File: src/hdl/vbs_pkg.sv
// Package for the voxel box statistics block.
// Holds the request and result types, opcode and status codes and the
// control structs shared by the core and its arithmetic unit. No dependencies.
package vbs_pkg;

	localparam logic [1:0] OP_WRITE  = 2'd0;
	localparam logic [1:0] OP_RANGE  = 2'd1;
	localparam logic [1:0] OP_STDDEV = 2'd2;

	localparam logic [1:0] STAT_OK     = 2'd0;
	localparam logic [1:0] STAT_EMPTY  = 2'd1;
	localparam logic [1:0] STAT_OUTSIDE = 2'd2;

	localparam logic [1:0] CFG_SIZE_X = 2'd0;
	localparam logic [1:0] CFG_SIZE_Y = 2'd1;
	localparam logic [1:0] CFG_SIZE_Z = 2'd2;

	localparam logic [6:0] SIZE_RESET = 7'd64;

	typedef struct packed {
		logic [1:0] opcode;
		logic [6:0] lo_x;
		logic [6:0] lo_y;
		logic [6:0] lo_z;
		logic [6:0] hi_x;
		logic [6:0] hi_y;
		logic [6:0] hi_z;
		logic [7:0] red_in;
		logic [7:0] green_in;
		logic [7:0] blue_in;
		logic [7:0] alpha_in;
	} vbs_in_t;

	typedef struct packed {
		logic [7:0]  mean_red;
		logic [7:0]  mean_green;
		logic [7:0]  mean_blue;
		logic [7:0]  mean_alpha;
		logic [7:0]  widest_range;
		logic [15:0] deviation_q8_8;
		logic [1:0]  status;
	} vbs_out_t;

	typedef struct packed {
		logic start;
		logic stddev;
	} vbs_arith_req_t;

	typedef struct packed {
		logic        done;
		logic [15:0] dev;
	} vbs_arith_rsp_t;

endpackage

File: src/hdl/vbs_arith.sv
// Sequential arithmetic unit: four means by restoring division, the variance
// numerator by shift-add multiplication, its scaled quotient and a digit square root.
// Depends on vbs_pkg.
module vbs_arith import vbs_pkg::*; #(
	parameter int NW  = 21,
	parameter int S1W = 29,
	parameter int S2W = 37
) (
	input  logic                  clk,
	input  logic                  arst_n,
	input  vbs_arith_req_t        req,
	input  logic [NW-1:0]         n,
	input  logic [3:0][S1W-1:0]   sum1,
	input  logic [3:0][S2W-1:0]   sum2,
	output vbs_arith_rsp_t        rsp,
	output logic [3:0][7:0]       means
);

	localparam int N2W   = 2 * NW;
	localparam int NUMW  = NW + S2W;
	localparam int RW    = N2W + 1;
	localparam int MAXST = (S1W > 32) ? S1W : 32;
	localparam int STW   = $clog2(MAXST + 1);

	localparam logic [2:0] A_IDLE  = 3'd0;
	localparam logic [2:0] A_MEAN  = 3'd1;
	localparam logic [2:0] A_N2    = 3'd2;
	localparam logic [2:0] A_MS2   = 3'd3;
	localparam logic [2:0] A_MS1   = 3'd4;
	localparam logic [2:0] A_VLOAD = 3'd5;
	localparam logic [2:0] A_VDIV  = 3'd6;
	localparam logic [2:0] A_SQRT  = 3'd7;

	logic [2:0]      st_q;
	logic            stddev_q;
	logic [1:0]      ch_q;
	logic [STW-1:0]  cnt_q;
	logic [NUMW-1:0] mcand_q;
	logic [S1W-1:0]  mplier_q;
	logic [N2W-1:0]  n2_q;
	logic [NUMW-1:0] num_q;
	logic [RW-1:0]   rem_q;
	logic [N2W-1:0]  dv_q;
	logic [31:0]     low_q;
	logic [31:0]     quo_q;
	logic [17:0]     srem_q;
	logic [15:0]     root_q;
	logic [3:0][7:0] means_q;
	logic            done_q;

	logic [RW-1:0]   trial;
	logic            ge;
	logic [RW-1:0]   rem_next;
	logic [NUMW-1:0] addend;
	logic [19:0]     s_sh;
	logic [19:0]     s_trial;
	logic            s_ge;
	logic            last;

	always_comb begin
		trial    = {rem_q[RW-2:0], low_q[31]};
		ge       = trial >= {1'b0, dv_q};
		rem_next = ge ? (trial - {1'b0, dv_q}) : trial;
		addend   = mplier_q[0] ? mcand_q : '0;
		s_sh     = {srem_q, low_q[31:30]};
		s_trial  = {2'b00, root_q, 2'b01};
		s_ge     = s_sh >= s_trial;
		last     = (cnt_q == STW'(1));
	end

	always_ff @(posedge clk or negedge arst_n) begin
		if (!arst_n) begin
			st_q     <= A_IDLE;
			done_q   <= 1'b0;
			stddev_q <= 1'b0;
			ch_q     <= 2'd0;
			cnt_q    <= '0;
		end else begin
			done_q <= 1'b0;
			unique case (st_q)
				A_IDLE: begin
					if (req.start) begin
						stddev_q <= req.stddev;
						ch_q     <= 2'd0;
						rem_q    <= RW'(sum1[0] >> 8);
						low_q    <= {sum1[0][7:0], 24'd0};
						dv_q     <= N2W'(n);
						quo_q    <= '0;
						cnt_q    <= STW'(8);
						st_q     <= A_MEAN;
					end
				end
				A_MEAN: begin
					if (last) begin
						means_q[ch_q] <= {quo_q[6:0], ge};
						if (ch_q == 2'd3) begin
							if (stddev_q) begin
								mcand_q  <= NUMW'(n);
								mplier_q <= S1W'(n);
								n2_q     <= '0;
								cnt_q    <= STW'(NW);
								st_q     <= A_N2;
							end else begin
								done_q <= 1'b1;
								st_q   <= A_IDLE;
							end
						end else begin
							ch_q  <= ch_q + 1'b1;
							rem_q <= RW'(sum1[ch_q + 1'b1] >> 8);
							low_q <= {sum1[ch_q + 1'b1][7:0], 24'd0};
							quo_q <= '0;
							cnt_q <= STW'(8);
						end
					end else begin
						rem_q <= rem_next;
						low_q <= {low_q[30:0], 1'b0};
						quo_q <= {quo_q[30:0], ge};
						cnt_q <= cnt_q - 1'b1;
					end
				end
				A_N2: begin
					n2_q <= n2_q + addend[N2W-1:0];
					if (last) begin
						ch_q     <= 2'd0;
						num_q    <= '0;
						mcand_q  <= NUMW'(sum2[0]);
						mplier_q <= S1W'(n);
						cnt_q    <= STW'(NW);
						st_q     <= A_MS2;
					end else begin
						mcand_q  <= mcand_q << 1;
						mplier_q <= mplier_q >> 1;
						cnt_q    <= cnt_q - 1'b1;
					end
				end
				A_MS2: begin
					num_q <= num_q + addend;
					if (last) begin
						mcand_q  <= NUMW'(sum1[ch_q]);
						mplier_q <= sum1[ch_q];
						cnt_q    <= STW'(S1W);
						st_q     <= A_MS1;
					end else begin
						mcand_q  <= mcand_q << 1;
						mplier_q <= mplier_q >> 1;
						cnt_q    <= cnt_q - 1'b1;
					end
				end
				A_MS1: begin
					// Per channel n*S2 never falls below S1 squared, so this never goes negative.
					num_q <= num_q - addend;
					if (last) begin
						if (ch_q == 2'd3) begin
							st_q <= A_VLOAD;
						end else begin
							ch_q     <= ch_q + 1'b1;
							mcand_q  <= NUMW'(sum2[ch_q + 1'b1]);
							mplier_q <= S1W'(n);
							cnt_q    <= STW'(NW);
							st_q     <= A_MS2;
						end
					end else begin
						mcand_q  <= mcand_q << 1;
						mplier_q <= mplier_q >> 1;
						cnt_q    <= cnt_q - 1'b1;
					end
				end
				A_VLOAD: begin
					// The quotient of num * 2^16 by n^2 fits 32 bits, so the top part
					// of the dividend is already below the divisor.
					rem_q <= RW'(num_q >> 16);
					low_q <= {num_q[15:0], 16'd0};
					dv_q  <= n2_q;
					quo_q <= '0;
					cnt_q <= STW'(32);
					st_q  <= A_VDIV;
				end
				A_VDIV: begin
					rem_q <= rem_next;
					quo_q <= {quo_q[30:0], ge};
					if (last) begin
						low_q  <= {quo_q[30:0], ge};
						srem_q <= '0;
						root_q <= '0;
						cnt_q  <= STW'(16);
						st_q   <= A_SQRT;
					end else begin
						low_q <= {low_q[30:0], 1'b0};
						cnt_q <= cnt_q - 1'b1;
					end
				end
				A_SQRT: begin
					srem_q <= s_ge ? 18'(s_sh - s_trial) : 18'(s_sh);
					root_q <= {root_q[14:0], s_ge};
					low_q  <= {low_q[29:0], 2'b00};
					cnt_q  <= cnt_q - 1'b1;
					if (last) begin
						done_q <= 1'b1;
						st_q   <= A_IDLE;
					end
				end
				default: st_q <= A_IDLE;
			endcase
		end
	end

	assign rsp.done = done_q;
	assign rsp.dev  = root_q;
	assign means    = means_q;

endmodule

File: config.mk
export PLATFORM = sky130hd
export DESIGN_NAME = vbs_arith
export DESIGN_NICKNAME = d
export VERILOG_FILES = /design/src/hdl/vbs_pkg.sv /design/src/hdl/vbs_arith.sv
export SDC_FILE = /design/constraint.sdc
export NUM_CORES = 1
export LEC_CHECK = 0
export ABC_CLOCK_PERIOD_IN_PS = 7900
export BUFFER_PORTS_ARGS = -buffer_cell sky130_fd_sc_hd__buf_2
export CAP_MARGIN = 10
export CORE_MARGIN = 2
export CORE_UTILIZATION = 55
export CTS_CLUSTER_SIZE = 25
export DETAILED_ROUTE_END_ITERATION = 12
export PLACE_DENSITY = 0.75
export SLEW_MARGIN = 20
export SYNTH_ARGS = -nofsm -noshare
export SYNTH_HDL_FRONTEND = slang
export SYNTH_SLANG_ARGS = --single-unit
File: constraint.sdc
create_clock -name clk -period 7.9 [get_ports clk]
set_clock_uncertainty 0.2 [all_clocks]
set_input_delay 0.79 -clock clk [delete_from_list [all_inputs] [get_ports clk]]
set_output_delay 0.79 -clock clk [all_outputs]
set_load 0.01 [all_outputs]
; ---- After elaboration in Yosys (flattened, before gate mapping)
; Index checks and enable logic that the tools add are counted.
[word_totals]
ff_bits = 413
input_bits = 289
out_inout_bits = 49
[op_classes]
add_sub_neg = 7
n_lt_le_gt_ge = 5
n_eq_ne = 23
mux = 84
reduce_logical = 23
[ops]
columns = operator, count
row1 = $mux 58, 9
row2 = $mux 42, 8
row3 = $mux 29, 8
row4 = $pmux 58 s4, 1
row5 = $pmux 58 s3, 1
row6 = $pmux 42 s2, 2
row7 = $pmux 42 s4, 1
row8 = $pmux 32 s5, 1
row9 = $mux 32, 4
row10 = $pmux 31 s4, 1
row11 = $bmux 29 s2, 2
row12 = $pmux 29 s4, 1
row13 = $mux 31, 3
row14 = $bmux 37 s2, 1
row15 = $add 58x58->58, 1
row16 = $sub 58x58->58, 1
row17 = $mux 6, 9
row18 = $pmux 6 s8, 1
row19 = $ge 43x42->1, 1
row20 = $add 42x42->42, 1
row21 = $sub 42x42->42, 1
row22 = $mux 37, 1
row23 = $mux 18, 2
row24 = $pmux 18 s2, 1
row25 = 40 further kinds, 80

; ---- Logic depth before layout (Yosys ltp)
[depth]
ltp_word = 6
mapped_depth = 26

; ---- Worst setup path after synthesis
; OpenSTA, ideal clock, no wires.
[synth_timing]
path_type = reg2reg
from = reg mplier_q[0]
to = reg num_q[55], data pin
setup_ns = 0.168
arrival_time_ns = 5.179
t_required_ns = 7.532
setup_slack_ns = 2.353
stages_incl_launch_ff = 24
path_buffers = 7
synth_period_minus_slack_ns = 5.547
cell_sequence = edfxtp_1 clkbuf_1 clkbuf_1 clkbuf_1 clkbuf_1 nand2_1 ha_1 and2_1 clkbuf_1 and3_1 buf_4 and2_1 nor2_1 a22oi_1 ha_1 buf_6 nand4_2 or3_4 or4_4 o32ai_2 o211ai_2 a21o_2 mux2_4 nor4b_4
[synth_via]
elab_chain_cells = 3
elab_cells_between_ends = 4
[synth_lines]
columns = item, line_no
row1 = from (decl), vbs_arith.sv:39  ; logic [S1W-1:0] mplier_q;
row2 = from (signal assigned), vbs_arith.sv:99  ; mplier_q <= S1W'(n);
row3 = from (signal assigned), vbs_arith.sv:127  ; mplier_q <= S1W'(n);
row4 = from (signal assigned), vbs_arith.sv:132  ; mplier_q <= mplier_q >> 1;
row5 = $mux 58 (*), vbs_arith.sv:64  ; addend = mplier_q[0] ? mcand_q : '0;
row6 = $sub 58x58->58 or $add 58x58->58 (tied branches), "vbs_arith.sv:151, vbs_arith.sv:137"
row7 = $pmux 58 s3 (*), vbs_arith.sv:80  ; unique case (st_q)
row8 = to (signal assigned), vbs_arith.sv:137  ; num_q <= num_q + addend;
row9 = to (signal assigned), vbs_arith.sv:151  ; num_q <= num_q - addend;
row10 = to (decl), vbs_arith.sv:41  ; logic [NUMW-1:0] num_q;
; Every way passes the cells marked *; elsewhere a longest branch is shown, timed or not.
; A chain may end at the register's enable or synchronous reset.

; ---- Final worst setup path
; Same ends and word-level chain as after synthesis.

==> run summary <==
largest net degree at the start of global routing -> 82
top cells by area, synth -> edfxtp_1, ha_1, a21oi_1, nor2_1, mux4_2
number of DRC markers in iteration 0 -> 3,613
Sequential Power Share -> 0.395
hold slack -> 0.204 ns
Peak VDD IR -> 0.000194 V
P_leak -> 14.3 nW
status -> finished clean
power per cell area -> 194 nW/um2
Worst EP arrival -> 6.12 ns
clock-pin slew on the worst setup and hold paths -> 0.06 ns
Final Wtd Congestion -> 1.02
clk sinks -> 413
met3 Track Usage GR -> 0.0684
DP HPWL -> 78.4 mm
syn nets -> 3,777
ys async rst share -> 0.0315
worst-skew pair later-pin latency -> 0.62 ns
Clk pwr share -> 0.333
Top Usage Layer GRT -> met2
leading area contributor after synthesis -> edfxtp_1
vias in the first global route -> 26,041
post-synthesis cell area -> 31,400 um2
Slowest cell on crit path -> edfxtp_1
top cell type's share of synthesized area -> 0.382
yosys warns -> 0
worst r2r src -> mplier_q[0]$_DFFE_PP_
crit start category -> flop
Total GRT Usage -> 0.338
Vias/cell -> 6.55
clock buffer depth -> 3
final core utilization -> 0.623
Core ar. -> 56,400 um2
Switch Pwr -> 2.11 mW
final period utilization -> 0.748
num rows -> 87
Int Power -> 4.69 mW
max cap viols -> 0
Num CTS Buffers -> 47
top_reg_cell synth -> edfxtp_1
Port Buf Inserts -> 337
Via Count -> 28,364
area growth from synthesis to layout -> 11.8%
initial core utilization -> 0.557
Hold Path Class -> in2reg
H-Tree Depth -> 2
crit path max fanout -> 28
final wirelength -> 102 mm
Netlist cell types -> 105
Comb pwr share -> 0.272
Sw Share -> 0.311
count of non-filler cells in the finished layout -> 4,331
first-pass GRT wire length -> 155 mm
per-cell routed wire length -> 23.6 um
die height -> 243 um
met1 usage -> 0.489
Post-synth EDFFs -> 400
layout cells sized above 1 -> 0.169
Chip Width -> 243 um
initial antenna violation count -> 2
Slew headroom -> 0.249
total gr overflow -> 0
Mapped Cells -> 3,318
#FFs+latches synth -> 413
io pins -> 338
min cycle time layout -> 5.91 ns
clock root cell -> clkbuf_16
die area -> 59,000 um2
Fin. Hold Viols -> 0
Setup violations, final -> 0
CTS tree -> done
Final Max Tran Viols -> 0
RSZ-0062 raised after global routing -> no
Setup crit start -> mplier_q[0]$_DFFE_PP_
Setup CP Type -> reg2reg
dpl cells -> 4,243
sum of negative setup slack -> 0 ns
Worst-Margin Slew -> 1.13 ns
mean cell area of the mapped netlist -> 9.47 um2
slowest stage delay, CP -> 0.70 ns
Worst Path Required -> 8.12 ns
CP Capture Type -> flop
Initial DRT Pass Iterations -> 9
FILL cells -> 4,867
Hold Path Origin -> req[0]
Max Freq -> 169 MHz
sequential fraction of the synthesis area -> 0.393
Nets -> 3,996
# DRC -> 0
met2 usage -> 0.503
Critical Path, Cell by Cell -> nand2_1 > ha_1 > and2_1 > and3_1 > nand3_2 > nand4b_1 > and2_1 > o311ai_1 > ha_1 > a21oi_1 > o21ai_0 > a2111o_1 > o211ai_2 > a21o_2 > mux2_4 > nor4b_4
Routed Antenna Nets -> 0
flip-flops by register name, summed over array words and instances, names as in the netlist:
signal and count:
done_q 1, mcand_q 58, rem_q 42, cnt_q 6, st_q 3, n2_q 42
dv_q 42, low_q 32, stddev_q 1, root_q 16, means 32, mplier_q 29
num_q 58, quo_q 31, srem_q 18, ch_q 2
cells in the mapped netlist (11+ instances only):
| master | n |
|---|---|
| and2_1 | 43 |
| a21o_1 | 86 |
| a222oi_1 | 35 |
| mux4_2 | 58 |
| o211ai_1 | 19 |
| o21bai_1 | 44 |
| a211oi_1 | 20 |
| a22oi_1 | 16 |
| o21ai_0 | 205 |
| o22ai_1 | 23 |
| nand3_1 | 50 |
| clkbuf_1 | 156 |
| xnor2_1 | 113 |
| buf_2 | 16 |
| a221o_1 | 35 |
| mux2_2 | 27 |
| edfxtp_1 | 400 |
| xor2_1 | 53 |
| nor3_1 | 58 |
| nor2_1 | 364 |
| nand2_1 | 271 |
| inv_1 | 130 |
| nand2b_1 | 15 |
| ha_1 | 168 |
| and3_1 | 107 |
| buf_1 | 16 |
| o31ai_1 | 18 |
| a31oi_1 | 36 |
| a221oi_1 | 24 |
| a21oi_1 | 300 |
| nand4_1 | 39 |
| o21a_1 | 22 |
| dfrtp_1 | 13 |
| a211o_1 | 12 |
| o21ai_1 | 24 |
| or3_1 | 13 |
| o41ai_1 | 13 |
| or4_1 | 11 |
| mux2i_1 | 62 |
critical path: cells and delay by family (launching register included):
kind / cells / cell delay [ns]
flip-flops: 1 / 0.70
multiplexers: 1 / 0.31
adder cells (fa/ha/maj): 2 / 0.62
AO/OA/AOI/OAI: 6 / 1.85
AND/OR/NAND/NOR: 7 / 2.02
power groups by stage:
stage          Combinational [mW]  Clock [mW]  Sequential [mW]
6_report                     1.85        2.27             2.69
5_1_grt                      2.02        2.37             2.70
2_1_floorplan                1.35           0             2.70
3_3_place_gp                 1.79           0             2.72
3_5_place_dp                 1.81           0             2.73
4_1_cts                      1.82        2.29             2.68
timing repair:
action	4_1_cts	5_1_grt
setup buffers	0	0
hold endpoints to repair	13	0
resized for setup	0	0
hold buffers	1	0
logic make-up after synthesis:
group	share of synthesized area
simple gates	0.156
compound gates	0.215
flops	0.393
buf+inv	0.0472
fa+ha+maj	0.0682
xor+xnor	0.0463
mux	0.0744
metal layers:
layer,share of wire,vias to the layer above
met4,0.039,2
li1,-,13018
met2,0.43,1795
met1,0.41,13356
met3,0.12,193
met5,0.00011,-
stage by stage:
stage,setup WS [ns],power (mW),instance area (um2)
finish,1.99,6.80,35100
global route,1.70,7.10,35100
CTS,2.16,6.79,35100
detailed placement,2.18,4.53,33500
global placement,2.28,4.51,33500
floorplan,2.35,4.05,31400
layout make-up:
class	count	area, um2	area share
inverter	135	512	0.0146
timing repair buffer	381	2020	0.0575
clock inverter	32	390	0.0111
antenna	1	2.50	0.0000712
clock buffer	54	1200	0.0342
tap	756	946	0.0269
multi-input combinational	2559	17700	0.504
sequential	413	12300	0.351
layout by cell type, fill, tap and decap left out, types with 86 or more instances in the layout:
master,n
edfxtp_1,400
nor2_1,353
buf_2,337
a21oi_1,298
nand2_1,269
o21ai_0,204
ha_1,167
inv_1,130
xnor2_1,113
and3_1,105
a21o_1,86
worst paths after layout:
check,to,slack (ns),depth (start not counted)
worst max-delay path,num_q[55]$_SDFFCE_PN0P_,1.99,16
worst min-delay path,stddev_q$_DFFE_PN0P_,0.20,2
worst max register to register,num_q[55]$_SDFFCE_PN0P_,1.99,16
worst min register to register,cnt_q[1]$_DFFE_PN0P_,0.32,1
max in group asynchronous,ch_q[0]$_DFFE_PN0P_,6.61,2
min in group asynchronous,cnt_q[2]$_DFFE_PN0P_,0.49,2
Power figures use the tool's default switching activity.
